**src/design/unat_pkg.sv**
```systemverilog
`timescale 1ns / 1ps
// ----------------------------------------------------------------------------
// unat_pkg
// Shared types and constants for the UDP address/port translator.
// ----------------------------------------------------------------------------
package unat_pkg;
    localparam logic [7:0]  PORT_PRIVATE = 8'd1;
    localparam logic [7:0]  PORT_PUBLIC  = 8'd2;
    localparam logic [47:0] BCAST_MAC    = 48'hffff_ffff_ffff;

    localparam logic [2:0] CFG_SWITCH  = 3'd0;
    localparam logic [2:0] CFG_PUB_IP  = 3'd1;
    localparam logic [2:0] CFG_BASE    = 3'd2;
    localparam logic [2:0] CFG_PUB_MAC = 3'd3;
    localparam logic [2:0] CFG_PRV_MAC = 3'd4;

    // probe carried down the cell row
    typedef struct packed {
        logic        active;
        logic        inbound;
        logic [63:0] addrs;
        logic [31:0] ports;
        logic        hit;
        logic [31:0] res_addr;
        logic [15:0] res_port;
    } probe_t;

    // new entry written into the cell at the fill position
    typedef struct packed {
        logic        en;
        logic [63:0] out_addrs;
        logic [31:0] out_ports;
        logic [15:0] new_port;
        logic [63:0] in_addrs;
        logic [31:0] in_ports;
        logic [31:0] orig_addr;
        logic [15:0] orig_port;
    } entry_t;
endpackage

```
**src/design/unat_cell.sv**
```systemverilog
`timescale 1ns / 1ps
// ----------------------------------------------------------------------------
// unat_cell
// One flow entry: outbound and reverse keys, compared against a passing probe.
// ----------------------------------------------------------------------------
module unat_cell (
    input  logic            aclk,
    input  logic            aresetn,
    input  logic            wr_sel,
    input  unat_pkg::entry_t wr,
    input  unat_pkg::probe_t probe_in,
    output unat_pkg::probe_t probe_out
);
    import unat_pkg::*;

    logic        valid_reg;
    logic [63:0] oa_reg, ia_reg;
    logic [31:0] op_reg, ip_reg, orig_a_reg;
    logic [15:0] np_reg, orig_p_reg;
    probe_t      probe_reg, probe_next;

    always_comb begin
        logic match;
        probe_next = probe_in;
        match = probe_in.inbound ? (ia_reg == probe_in.addrs && ip_reg == probe_in.ports)
                                 : (oa_reg == probe_in.addrs && op_reg == probe_in.ports);
        if (probe_in.active && !probe_in.hit && valid_reg && match) begin
            probe_next.hit      = 1'b1;
            probe_next.res_addr = orig_a_reg;
            probe_next.res_port = probe_in.inbound ? orig_p_reg : np_reg;
        end
    end

    always_ff @(posedge aclk) begin
        if (!aresetn) begin
            valid_reg        <= 1'b0;
            probe_reg.active <= 1'b0;
        end else begin
            probe_reg <= probe_next;
            if (wr.en && wr_sel) begin
                valid_reg <= 1'b1;
            end
        end
        if (wr.en && wr_sel) begin
            oa_reg     <= wr.out_addrs;
            op_reg     <= wr.out_ports;
            np_reg     <= wr.new_port;
            ia_reg     <= wr.in_addrs;
            ip_reg     <= wr.in_ports;
            orig_a_reg <= wr.orig_addr;
            orig_p_reg <= wr.orig_port;
        end
    end

    assign probe_out = probe_reg;
endmodule

```
**config.mk**
```make
export PLATFORM = sky130hd
export DESIGN_NAME = unat_cell
export DESIGN_NICKNAME = d
export VERILOG_FILES = /design/src/design/unat_pkg.sv /design/src/design/unat_cell.sv
export SDC_FILE = /design/constraint.sdc
export NUM_CORES = 1
export LEC_CHECK = 0
export BUFFER_PORTS_ARGS = -buffer_cell sky130_fd_sc_hd__buf_2
export CAP_MARGIN = 30
export CORE_UTILIZATION = 32
export CTS_CLUSTER_DIAMETER = 40
export DETAILED_ROUTE_END_ITERATION = 6
export GPL_ROUTABILITY_DRIVEN = 0
export PLACE_DENSITY = 0.6
export SYNTH_ARGS = -nofsm -noshare
export SYNTH_HDL_FRONTEND = slang
export SYNTH_SLANG_ARGS = --single-unit
export TNS_END_PERCENT = 100
```
**constraint.sdc**
```tcl
create_clock -name aclk -period 23.4 [get_ports aclk]
set_input_delay 3.51 -clock aclk [delete_from_list [all_inputs] [get_ports aclk]]
set_output_delay 3.51 -clock aclk [all_outputs]
set_load 0.005 [all_outputs]
```
==> After elaboration in Yosys (flattened, before gate mapping) <==
Index checks and enable logic that the tools add are counted.
{ "word_totals": {"word_cells": 29, "in_bits": 407, "register_bits": 404} }
{ "op_classes": {"n_reduce_logical": 7, "n_mux": 3, "n_eq_ne": 4} }
{ "ops": {"columns": ["cell", "n"], "rows": [
  ["$eq A64 B64 Y1", 2],
  ["$eq A32 B32 Y1", 2],
  ["$mux W48", 1],
  ["$mux W16", 1],
  ["$logic_and A1 B1 Y1", 6],
  ["$logic_not A1 Y1", 1],
  ["$mux W1", 1]
]} }

==> Depth between registers and ports, before layout <==
Gate-level depths: netlist of run 1.
{ "depth": {"ltp_word": 5, "ltp_mapped": 8} }

==> Worst setup path before layout of run 1 <==
Ideal clock, no wire load.
{ "synth_path": {"path_type": "input to register", "from": "input port wr_sel", "to": "register ia_reg[0] (enable)", "path_buffers": 0, "slack_ns": 13.439, "required_time_ns": 22.751, "setup_time_ns": 0.649, "arrival_time_ns": 9.313, "stages": 1, "path_cell_list": "and2_1"} }
{ "synth_between": {"elab_chain_cells": 1} }
{ "synth_lines": {"columns": ["item", "line", "rtl"], "rows": [
  ["start: declaration", "unat_cell.sv:9", "input logic wr_sel,"],
  ["$logic_and A1 B1 Y1", "unat_cell.sv:44", "if (wr.en && wr_sel) begin"],
  ["end signal: assignment", "unat_cell.sv:48", "ia_reg <= wr.in_addrs;"],
  ["end: declaration", "unat_cell.sv:17", "logic [63:0] oa_reg, ia_reg;"]
]} }
No other way between the ends.
A chain may end at the register's enable or synchronous reset.

==> impl_metrics.toml, run 1 <==
[run]
max_cap_violations = 0

[floorplanning]
core_um2 = 46460
die_x_um = 218.7
dieArea_um2 = 47830
die_h_um = 218.7
rows = 79
start_util_pct = 32.34
num_io_pins = 554

[cells_and_area]
layout.nets = 1776
final_cell_area_um2 = 20730
largest_register_ffs = 147
area_growth_pct = 37.94
drive_gt1_share_pct = 51.51
final_common_cell = "buf_2"
fin_cells = 2031
mostFrequentLayoutCells = "557 x buf_2, 402 x edfxtp_1, 170 x xor2_1"

[clock_tree]
cts_buffers = 66
clkLatencyLatePin_ps = 580
cts_hold_buf = 0
h-tree-depth = 3
cts_tree = "done"
cts.path.max_buffers = 3
clk_pin_slew_ps = 50
cts_post_setup_buffers_inserted = 0
cts_resized = 0
clockRootBuffer = "clkbuf_16"
clkSinkCount = 404

[synth]
synthAdderAreaFrac_pct = 0
synthSimpleGateAreaFrac_pct = 2.848
synth_area_um2 = 15030
syn_nets = 1149
avgSynthCellArea_um2 = 20.25
synth-seq-cells = 404
synth_top_area_cell = "edfxtp_1"
synth_mux_area_share_pct = 4.796
synth_top_family_by_area = "XOR/XNOR gates"
synth_area_leaders = "edfxtp_1 80%, xor2_1 9.9%, mux2_2 4.1%"
syn_inst = 742
seq_area_frac_synth_pct = 80.61
synth_top_area_share_pct = 80.34
ys.warnings.count = 0
synth_compound_area_share_pct = 0.3414
synth.distinct_cells = 24
synth_xor_area_share_pct = 10.96

[pwr]
leakage_nw = 8.196
p_per_area_nw_per_um2 = 92.49
p_sw_mw = 0.4420
p_comb_share_pct = 6.9
p_seq_share_pct = 45.5
pwr-share-clk_pct = 47.6
p_int_mw = 1.475
ir_worst_vdd_v = 0.00007199
total_power_mw = 1.917
swShare_pct = 23.06

[setup_path]
crit_path_end_kind = "register"
worst-path-buf-inv = 2
crit_fanout = 49
cp.arrival_ps = 6550
cp_cell_sequence = "buf_2 -> nand3b_1 -> nor4_1 -> nand4_1 -> nor3_1 -> a32o_2 -> buf_4 -> mux2_2"
max_stage_delay_ps = 690
crit_family = "simple AND/OR/NAND/NOR gates"
worst_setup_path_start_kind = "primary input"
cp.required_ps = 23720
cpMaxStageDelayCell = "nor4_1"
crit_type = "in -> reg"

[placement]
dp_hpwl_mm = 34.17
placed_cell_area_um2 = 18590
placed_cells = 1906
io_buffers = 553

[global_routing]
antenna_found_initial = 7
grt_start_max_net_pins = 92
grt_pass1_wl_mm = 60.83
grt_pass1_vias = 9300
grt_usage_pct = 18.20
grt_remaining_overflow = 0

[sta]
fin_skew_ps = 16.11
maxSlewHeadroom_pct = 28.99
finalHoldViolCount = 0
rsz0062_at_grt = "no"
tns_ps = 0
tightest_slew_ps = 1055
setup_viol = 0
slew_viol_final = 0
max_freq_ghz = 0.1604
fin_crit_sh_pct = 26.64
period_needed_ps = 6233

[hold_path]
hold_path.class = "reg -> reg"

[drt]
drc = 0
vias_per_cell = 4.452
routed_wl_mm = 44.89
wl_per_cell_um = 22.10
antenna_left = 0
vias = 9043
drtPass1Iterations = 6
dr.first_iter.drc_count = 562

[run_status]
status = "finished, final reports clean"
==> kinds of logic (layout without fill, tap and decap cells) <==
logic type,count (synthesis),after routing
AOI/OAI and AO/OA,6,6
xor gates and xnor gates,188,188
buffers and inverters,11,690
DFF,404,404
muxes,64,64
other,0,3
and+or+nand+nor,69,69
==> per-stage QoR <==
| stage | hold WS (ps) | worst slack (ps) | utilization, % |
|---|---|---|---|
| 2_1_floorplan | 441.1 | 13440 | - |
| 5_1_grt | 489.0 | 16870 | 44.61 |
| 6_report | 470.4 | 17170 | 44.61 |
| 4_1_cts | 471.3 | 16810 | 44.53 |
| 3_3_place_gp | 446.8 | 16140 | 39.97 |
| 3_5_place_dp | 459.0 | 16190 | 40.01 |
==> power by group through the flow <==
stage               Combinational, mW  Sequential (mW)  Clock, mW
finish                          0.133            0.872      0.912
global route                    0.146            0.876      0.961
CTS                             0.136            0.872      0.934
detailed placement              0.135            0.886          0
global placement                0.133            0.885          0
floorplan                      0.0393            0.892          0
==> synthesized netlist by cell type <==
cell type / n
a32o_2: 1
nor3_1: 3
o22ai_1: 1
a21oi_1: 1
xor2_1: 170
nand3_1: 3
inv_1: 4
xnor2_1: 18
mux2_2: 55
edfxtp_1: 402
nand4b_1: 1
and2_1: 2
o221a_2: 1
buf_4: 3
o21a_1: 1
nor4_1: 45
a222oi_1: 1
clkbuf_1: 2
dfxtp_1: 2
or2_2: 1
buf_6: 2
nand3b_1: 1
nand4_1: 13
mux2_1: 9
==> cell type report <==
cell class / count / area (µm²)
Sequential cell: 404 / 12110
Multi-Input combinational cell: 327 / 2855
Clock inverter: 45 / 349.1
Inverter: 4 / 15.01
Clock buffer: 75 / 1749
Timing Repair Buffer: 566 / 2879
Antenna cell: 3 / 7.507
Fill cell: 4183 / 25730
Tap cell: 607 / 759.5
==> per-layer routing <==
metal	up-vias	wire length (µm)	GRT usage, %
met5	-	58	0
met2	348	22630	30.18
met4	8	838	5.625
met3	67	3076	5.442
li1	4163	-	-
met1	4457	18290	22.75
==> final timing paths <==
kind | from | endpoint | slack (ps) | cells past startpoint
setup reg to reg | ia_reg[43]$_DFFE_PP_ | probe_out[21]$_DFFE_PP_ | 19920 | 7
hold / removal | valid_reg$_SDFFE_PN0P_ | valid_reg$_SDFFE_PN0P_ | 470 | 1
hold reg to reg | valid_reg$_SDFFE_PN0P_ | valid_reg$_SDFFE_PN0P_ | 470 | 1
setup / recovery | probe_in[48] | probe_out[21]$_DFFE_PP_ | 17170 | 8
No activity file was read; power rests on OpenSTA's default activity.
==> inputs of run 2 (changes only) <==
Settings changed: ABC_AREA set to 1, PLACE_DENSITY 0.6 to 0.59.
Clock period 23.4 ns to 6.17 ns, I/O delays scaled along.
==> impl_metrics.toml, run 2 <==
[placement]
dp_hpwl_mm = 32.89
place_ws_ps = 2147
io_buffers = 553

[setup_path]
cp_cell_sequence = "buf_2 -> xor2_1 -> nor2_1 -> nand2_1 -> nor2_1 -> nand2_1 -> nor2_1 -> nand3_1 -> nand2_2 -> buf_4 -> nand3_2 -> buf_12 -> nand2_1 -> nand2_1"
path_common_cell = "nand2_1"
crit_family = "simple AND/OR/NAND/NOR gates"
worst-path-buf-inv = 3
cp.required_ps = 6500
cpMaxStageDelayCell = "nand3_2"
worst_setup_path_start_kind = "primary input"
crit_fanout = 49
cp.arrival_ps = 3680
crit_path_end_kind = "register"
crit_type = "in -> reg"
max_stage_delay_ps = 480

[synth]
synth_compound_area_share_pct = 0.04621
synth_top_area_cell = "edfxtp_1"
synthAdderAreaFrac_pct = 0
synthSimpleGateAreaFrac_pct = 15.93
synth-edff-count = 402
synthMostInstantiatedCell = "nand2_1"
synth_area_leaders = "edfxtp_1 74%, nand2_1 9.8%, xor2_1 5.3%"
synth_top_area_share_pct = 74.30
synth_area_um2 = 16250
synth.distinct_cells = 18
ys.warnings.count = 0
synth-main-ff-cell = "edfxtp_1"
syn_inst = 1322
syn_nets = 1729
ys_async_sr_fraction_pct = 0
synth_mux_area_share_pct = 0
synth-seq-cells = 404
avgSynthCellArea_um2 = 12.29
seq_area_frac_synth_pct = 74.55
synth_xor_area_share_pct = 5.553
synth_top_family_by_area = "simple AND/OR/NAND/NOR gates"
netlist_top_cells_count = "426 x nand2_1, 402 x edfxtp_1, 173 x nor2_1, 117 x inv_1, 99 x xor2_1"

[sta]
maxSlewHeadroom_pct = 43.77
tightest_slew_ps = 843.4
period_needed_ps = 3353
slew_viol_final = 0
finalHoldViolCount = 0
max_freq_ghz = 0.2982
tns_ps = 0
fin_crit_sh_pct = 54.34
setup_viol = 0
worst_slack_ps = 2817
rsz0062_at_grt = "no"
fin_skew_ps = 28.72

[pwr]
leakage_nw = 9.936
p_int_mw = 5.978
pwr-share-clk_pct = 50.6
p_per_area_nw_per_um2 = 348.6
p_seq_share_pct = 42.6
ir_worst_vdd_v = 0.0002247
swShare_pct = 23.02
p_comb_share_pct = 6.8
p_sw_mw = 1.788

[global_routing]
grt_pass1_vias = 11160
grt_pass1_wl_mm = 63.02
grt_start_max_net_pins = 130
grt_remaining_overflow = 0
grt_usage_pct = 16.47
antenna_found_initial = 5

[floorplanning]
dieArea_um2 = 51680
num_io_pins = 554
die_x_um = 227.3
core_um2 = 50170
rows = 82
die_h_um = 227.3
start_util_pct = 32.38

[drt]
routed_wl_mm = 44.48
antenna_left = 0
drc = 0
vias_per_cell = 4.294
drtPass1Iterations = 5
dr.first_iter.drc_count = 501
wl_per_cell_um = 16.70
vias = 11440

[cells_and_area]
largest_register_ffs = 147
final_common_cell = "buf_2"
area_growth_pct = 37.11
final_util_pct = 44.40
layout.nets = 2337
fill_cells = 4643
mostFrequentLayoutCells = "552 x buf_2, 426 x nand2_1, 402 x edfxtp_1"
drive_gt1_share_pct = 35.13

[clock_tree]
cts_resized = 0
clkSinkCount = 404
clk_pin_slew_ps = 60
cts_hold_buf = 0
cts_tree = "done"
cts_post_setup_buffers_inserted = 0
cts_buffers = 69
h-tree-depth = 3
cts.path.max_buffers = 3
clockRootBuffer = "clkbuf_16"
clkLatencyLatePin_ps = 600

[hold_path]
hold_path.class = "in -> reg"

[run_status]
status = "finished, final reports clean"

[run]
max_cap_violations = 0
-- run 2: cell count changes in the layout (fill, tap and decap cells not counted), moves of 14 or more --
| cell | before | now |
|---|---|---|
| nor2_1 | 0 | 172 |
| inv_2 | 0 | 17 |
| xor2_1 | 170 | 99 |
| nand2_1 | 0 | 426 |
| mux2_2 | 55 | 0 |
| xnor2_1 | 18 | 4 |
| nand4_1 | 13 | 49 |
| nor4_1 | 44 | 0 |
| inv_1 | 4 | 116 |
-- run 2: final timing paths --
check	startpoint	end	slack, ps	cells past startpoint
worst max-delay path	probe_in[132]	probe_out[14]$_DFFE_PP_	2820	14
worst min-delay path	wr[163]	op_reg[3]$_DFFE_PP_	500	1
worst max register to register	oa_reg[4]$_DFFE_PP_	probe_out[14]$_DFFE_PP_	2930	14
worst min register to register	valid_reg$_SDFFE_PN0P_	valid_reg$_SDFFE_PN0P_	530	2
-- run 2: per-stage QoR --
step	hold slack (ps)	cell area [µm²]	instances	power [mW]
2_1_floorplan	443.7	16250	1322	3.574
3_3_place_gp	523.5	19840	2530	3.884
3_5_place_dp	528.5	19860	2531	3.899
4_1_cts	450.5	22260	2656	7.858
5_1_grt	468.4	22260	2659	8.041
6_report	497.6	22280	2664	7.765
-- run 2: power by group through the flow --
stage                     clock network [mW]  logic [mW]  registers [mW]
after floorplan                            0       0.208            3.37
after global placement                     0       0.528            3.36
after detailed placement                   0       0.539            3.36
after CTS                               4.01       0.541            3.31
after global routing                    4.12       0.599            3.32
final                                   3.93       0.530            3.31
-- run 2: cells by family (layout without fill, tap and decap cells) --
family | after synthesis | after routing
other | 0 | 8
flip-flops | 404 | 404
XOR/XNOR | 103 | 103
AND/OR/NAND/NOR | 653 | 653
AO/OA/AOI/OAI | 1 | 1
buffers and inverters | 161 | 823
-- run 2: cell type report --
cell class	instances	area, µm²	share of cell area (%)
Multi-Input combinational cell	757	3505	15.73
Inverter	138	521.8	2.342
Sequential cell	404	12110	54.37
Clock buffer	74	1767	7.931
Tap cell	672	840.8	3.774
Clock inverter	51	634.4	2.848
Antenna cell	8	20.02	0.08987
Timing Repair Buffer	560	2877	12.91
-- run 2: routing by layer --
metal	vias to the layer above	global-route usage (%)	share of wire, %
met2	389	28.85	52
met5	-	0	0.029
met1	5347	18.64	39
li1	5618	-	-
met3	83	4.569	6.6
met4	2	7.339	2.8
==> inputs of run 3 (changes only) <==
Clock period 6.17 ns to 3.29 ns, I/O delays scaled along.
==> impl_metrics.toml, run 3 (synthesis results as in run 2) <==
[run_status]
status = "finished, final reports clean"

[setup_path]
crit_type = "reg -> reg"
cp.required_ps = 3720
worst_setup_path_start_kind = "register"
r2r-start = "oa_reg[19]$_DFFE_PP_"
crit_fanout = 48
crit_start = "oa_reg[19]$_DFFE_PP_"
crit_path_end_kind = "register"
cp.arrival_ps = 2940

[cells_and_area]
multiInputGateArea_um2 = 3521
mostFrequentLayoutCells = "552 x buf_2, 425 x nand2_1, 402 x edfxtp_1"
area_growth_pct = 37.47
register_area_um2 = 12110
largest_register_ffs = 147
layout.nets = 2340
drive_gt1_share_pct = 35.43
fin_cells = 2669
fill_cells = 4653
final_common_cell = "buf_2"

[floorplanning]
dieArea_um2 = 51680
rows = 82
start_util_pct = 32.38
die_h_um = 227.3
core_um2 = 50170
die_x_um = 227.3
num_io_pins = 554

[global_routing]
busiest_layer = "met2"
antenna_found_initial = 17
grt_remaining_overflow = 0
grt_start_max_net_pins = 116
grt_pass1_vias = 11480
met3_usage_pct = 5.266
grt_use_met2_pct = 28.92
use_met1_pct = 19.12
grt_usage_pct = 16.82
grt_pass1_wl_mm = 64.14

[clock_tree]
cts_tree = "done"
cts.path.max_buffers = 3
cts_buffers = 68
cts_post_setup_buffers_inserted = 0
h-tree-depth = 3
clkLatencyLatePin_ps = 570
cts_hold_buf = 0
clockRootBuffer = "clkbuf_16"
cts_resized = 0
clkSinkCount = 404
clk_pin_slew_ps = 60

[sta]
tns_ps = 0
tightest_slew_ps = 763.8
rsz0062_at_grt = "no"
fin_crit_sh_pct = 76.32
period_needed_ps = 2511
max_freq_ghz = 0.3983
setup_viol = 0
slew_viol_final = 0
finalHoldViolCount = 0
maxSlewHeadroom_pct = 49.08
fin_skew_ps = 15.43

[drt]
routed_wl_mm = 45.36
wl_per_cell_um = 16.99
vias_per_cell = 4.330
drc = 0
vias = 11560
antenna_left = 0
dr.first_iter.drc_count = 494
drtPass1Iterations = 5

[placement]
io_buffers = 553
placed_cells = 2535
dp_hpwl_mm = 33.50

[hold_path]
hold_path.class = "in -> reg"
worstHoldStart = "wr[94]"

[pwr]
ir_worst_vdd_v = 0.0007220
p_per_area_nw_per_um2 = 651.3
leakage_nw = 9.952

[run]
max_cap_violations = 0
[run 3: cell count changes in the layout (fill, tap and decap cells not counted), moves of 2 or more]
cell      previous run  this run
clkinv_2             6         4
diode_2              8        13
clkinv_1            10         6
inv_6               10        13
inv_16               2         0
buf_4                3         6
[run 3: cell type report]
| type | count | area share, % |
|---|---|---|
| antenna | 13 | 0.1456 |
| multi-input combinational | 757 | 15.76 |
| clock buffer | 75 | 8.067 |
| timing repair buffer | 564 | 13.07 |
| clock inverter | 46 | 2.627 |
| tap | 672 | 3.764 |
| inverter | 138 | 2.336 |
| sequential | 404 | 54.23 |
[run 3: through the flow]
step / power, mW / hold WS, ps / utilization [%] / instance area (µm²) / setup slack (ps)
floorplan: 6.704 / 443.7 / - / 16270 / -1461
global placement: 7.291 / 509.3 / 39.69 / 19910 / 563.6
detailed placement: 7.323 / 529.7 / 39.69 / 19910 / 542.4
CTS: 14.76 / 44.27 / 44.45 / 22300 / 745.5
global route: 15.09 / 44.47 / 44.51 / 22330 / 532.4
finish: 14.55 / 94.33 / 44.52 / 22340 / 779.0
[run 3: worst paths after layout]
| kind | endpoint | slack (ps) | depth (start not counted) |
|---|---|---|---|
| max | probe_out[43]$_DFFE_PP_ | 780 | 12 |
| min | ia_reg[14]$_DFFE_PP_ | 90 | 1 |
| max reg2reg | probe_out[43]$_DFFE_PP_ | 780 | 12 |
| min reg2reg | valid_reg$_SDFFE_PN0P_ | 540 | 2 |
[run 3: per-layer routing]
layer,wire (µm),part of all wire (%)
met5,56,0.12
met4,1497,3.3
met1,17500,39
met3,3220,7.1
met2,23090,51
[run 3: power by group]
part           internal, mW  switching [mW]
clock                  4.74            2.60
sequential             6.07           0.126
combinational         0.439           0.569
total                  11.3            3.29
[run 3: critical path, cell delays in order (launching register included)]
cell      delay [ps]
edfxtp_1         380
nor2_1           100
nor2_1            50
nor2_1           110
nand2_1           90
nor2_1           100
nand2_1          100
nor2_1           310
nand3_1          190
nand2_2          110
buf_4            460
nand4_1          200
nand2_1          120
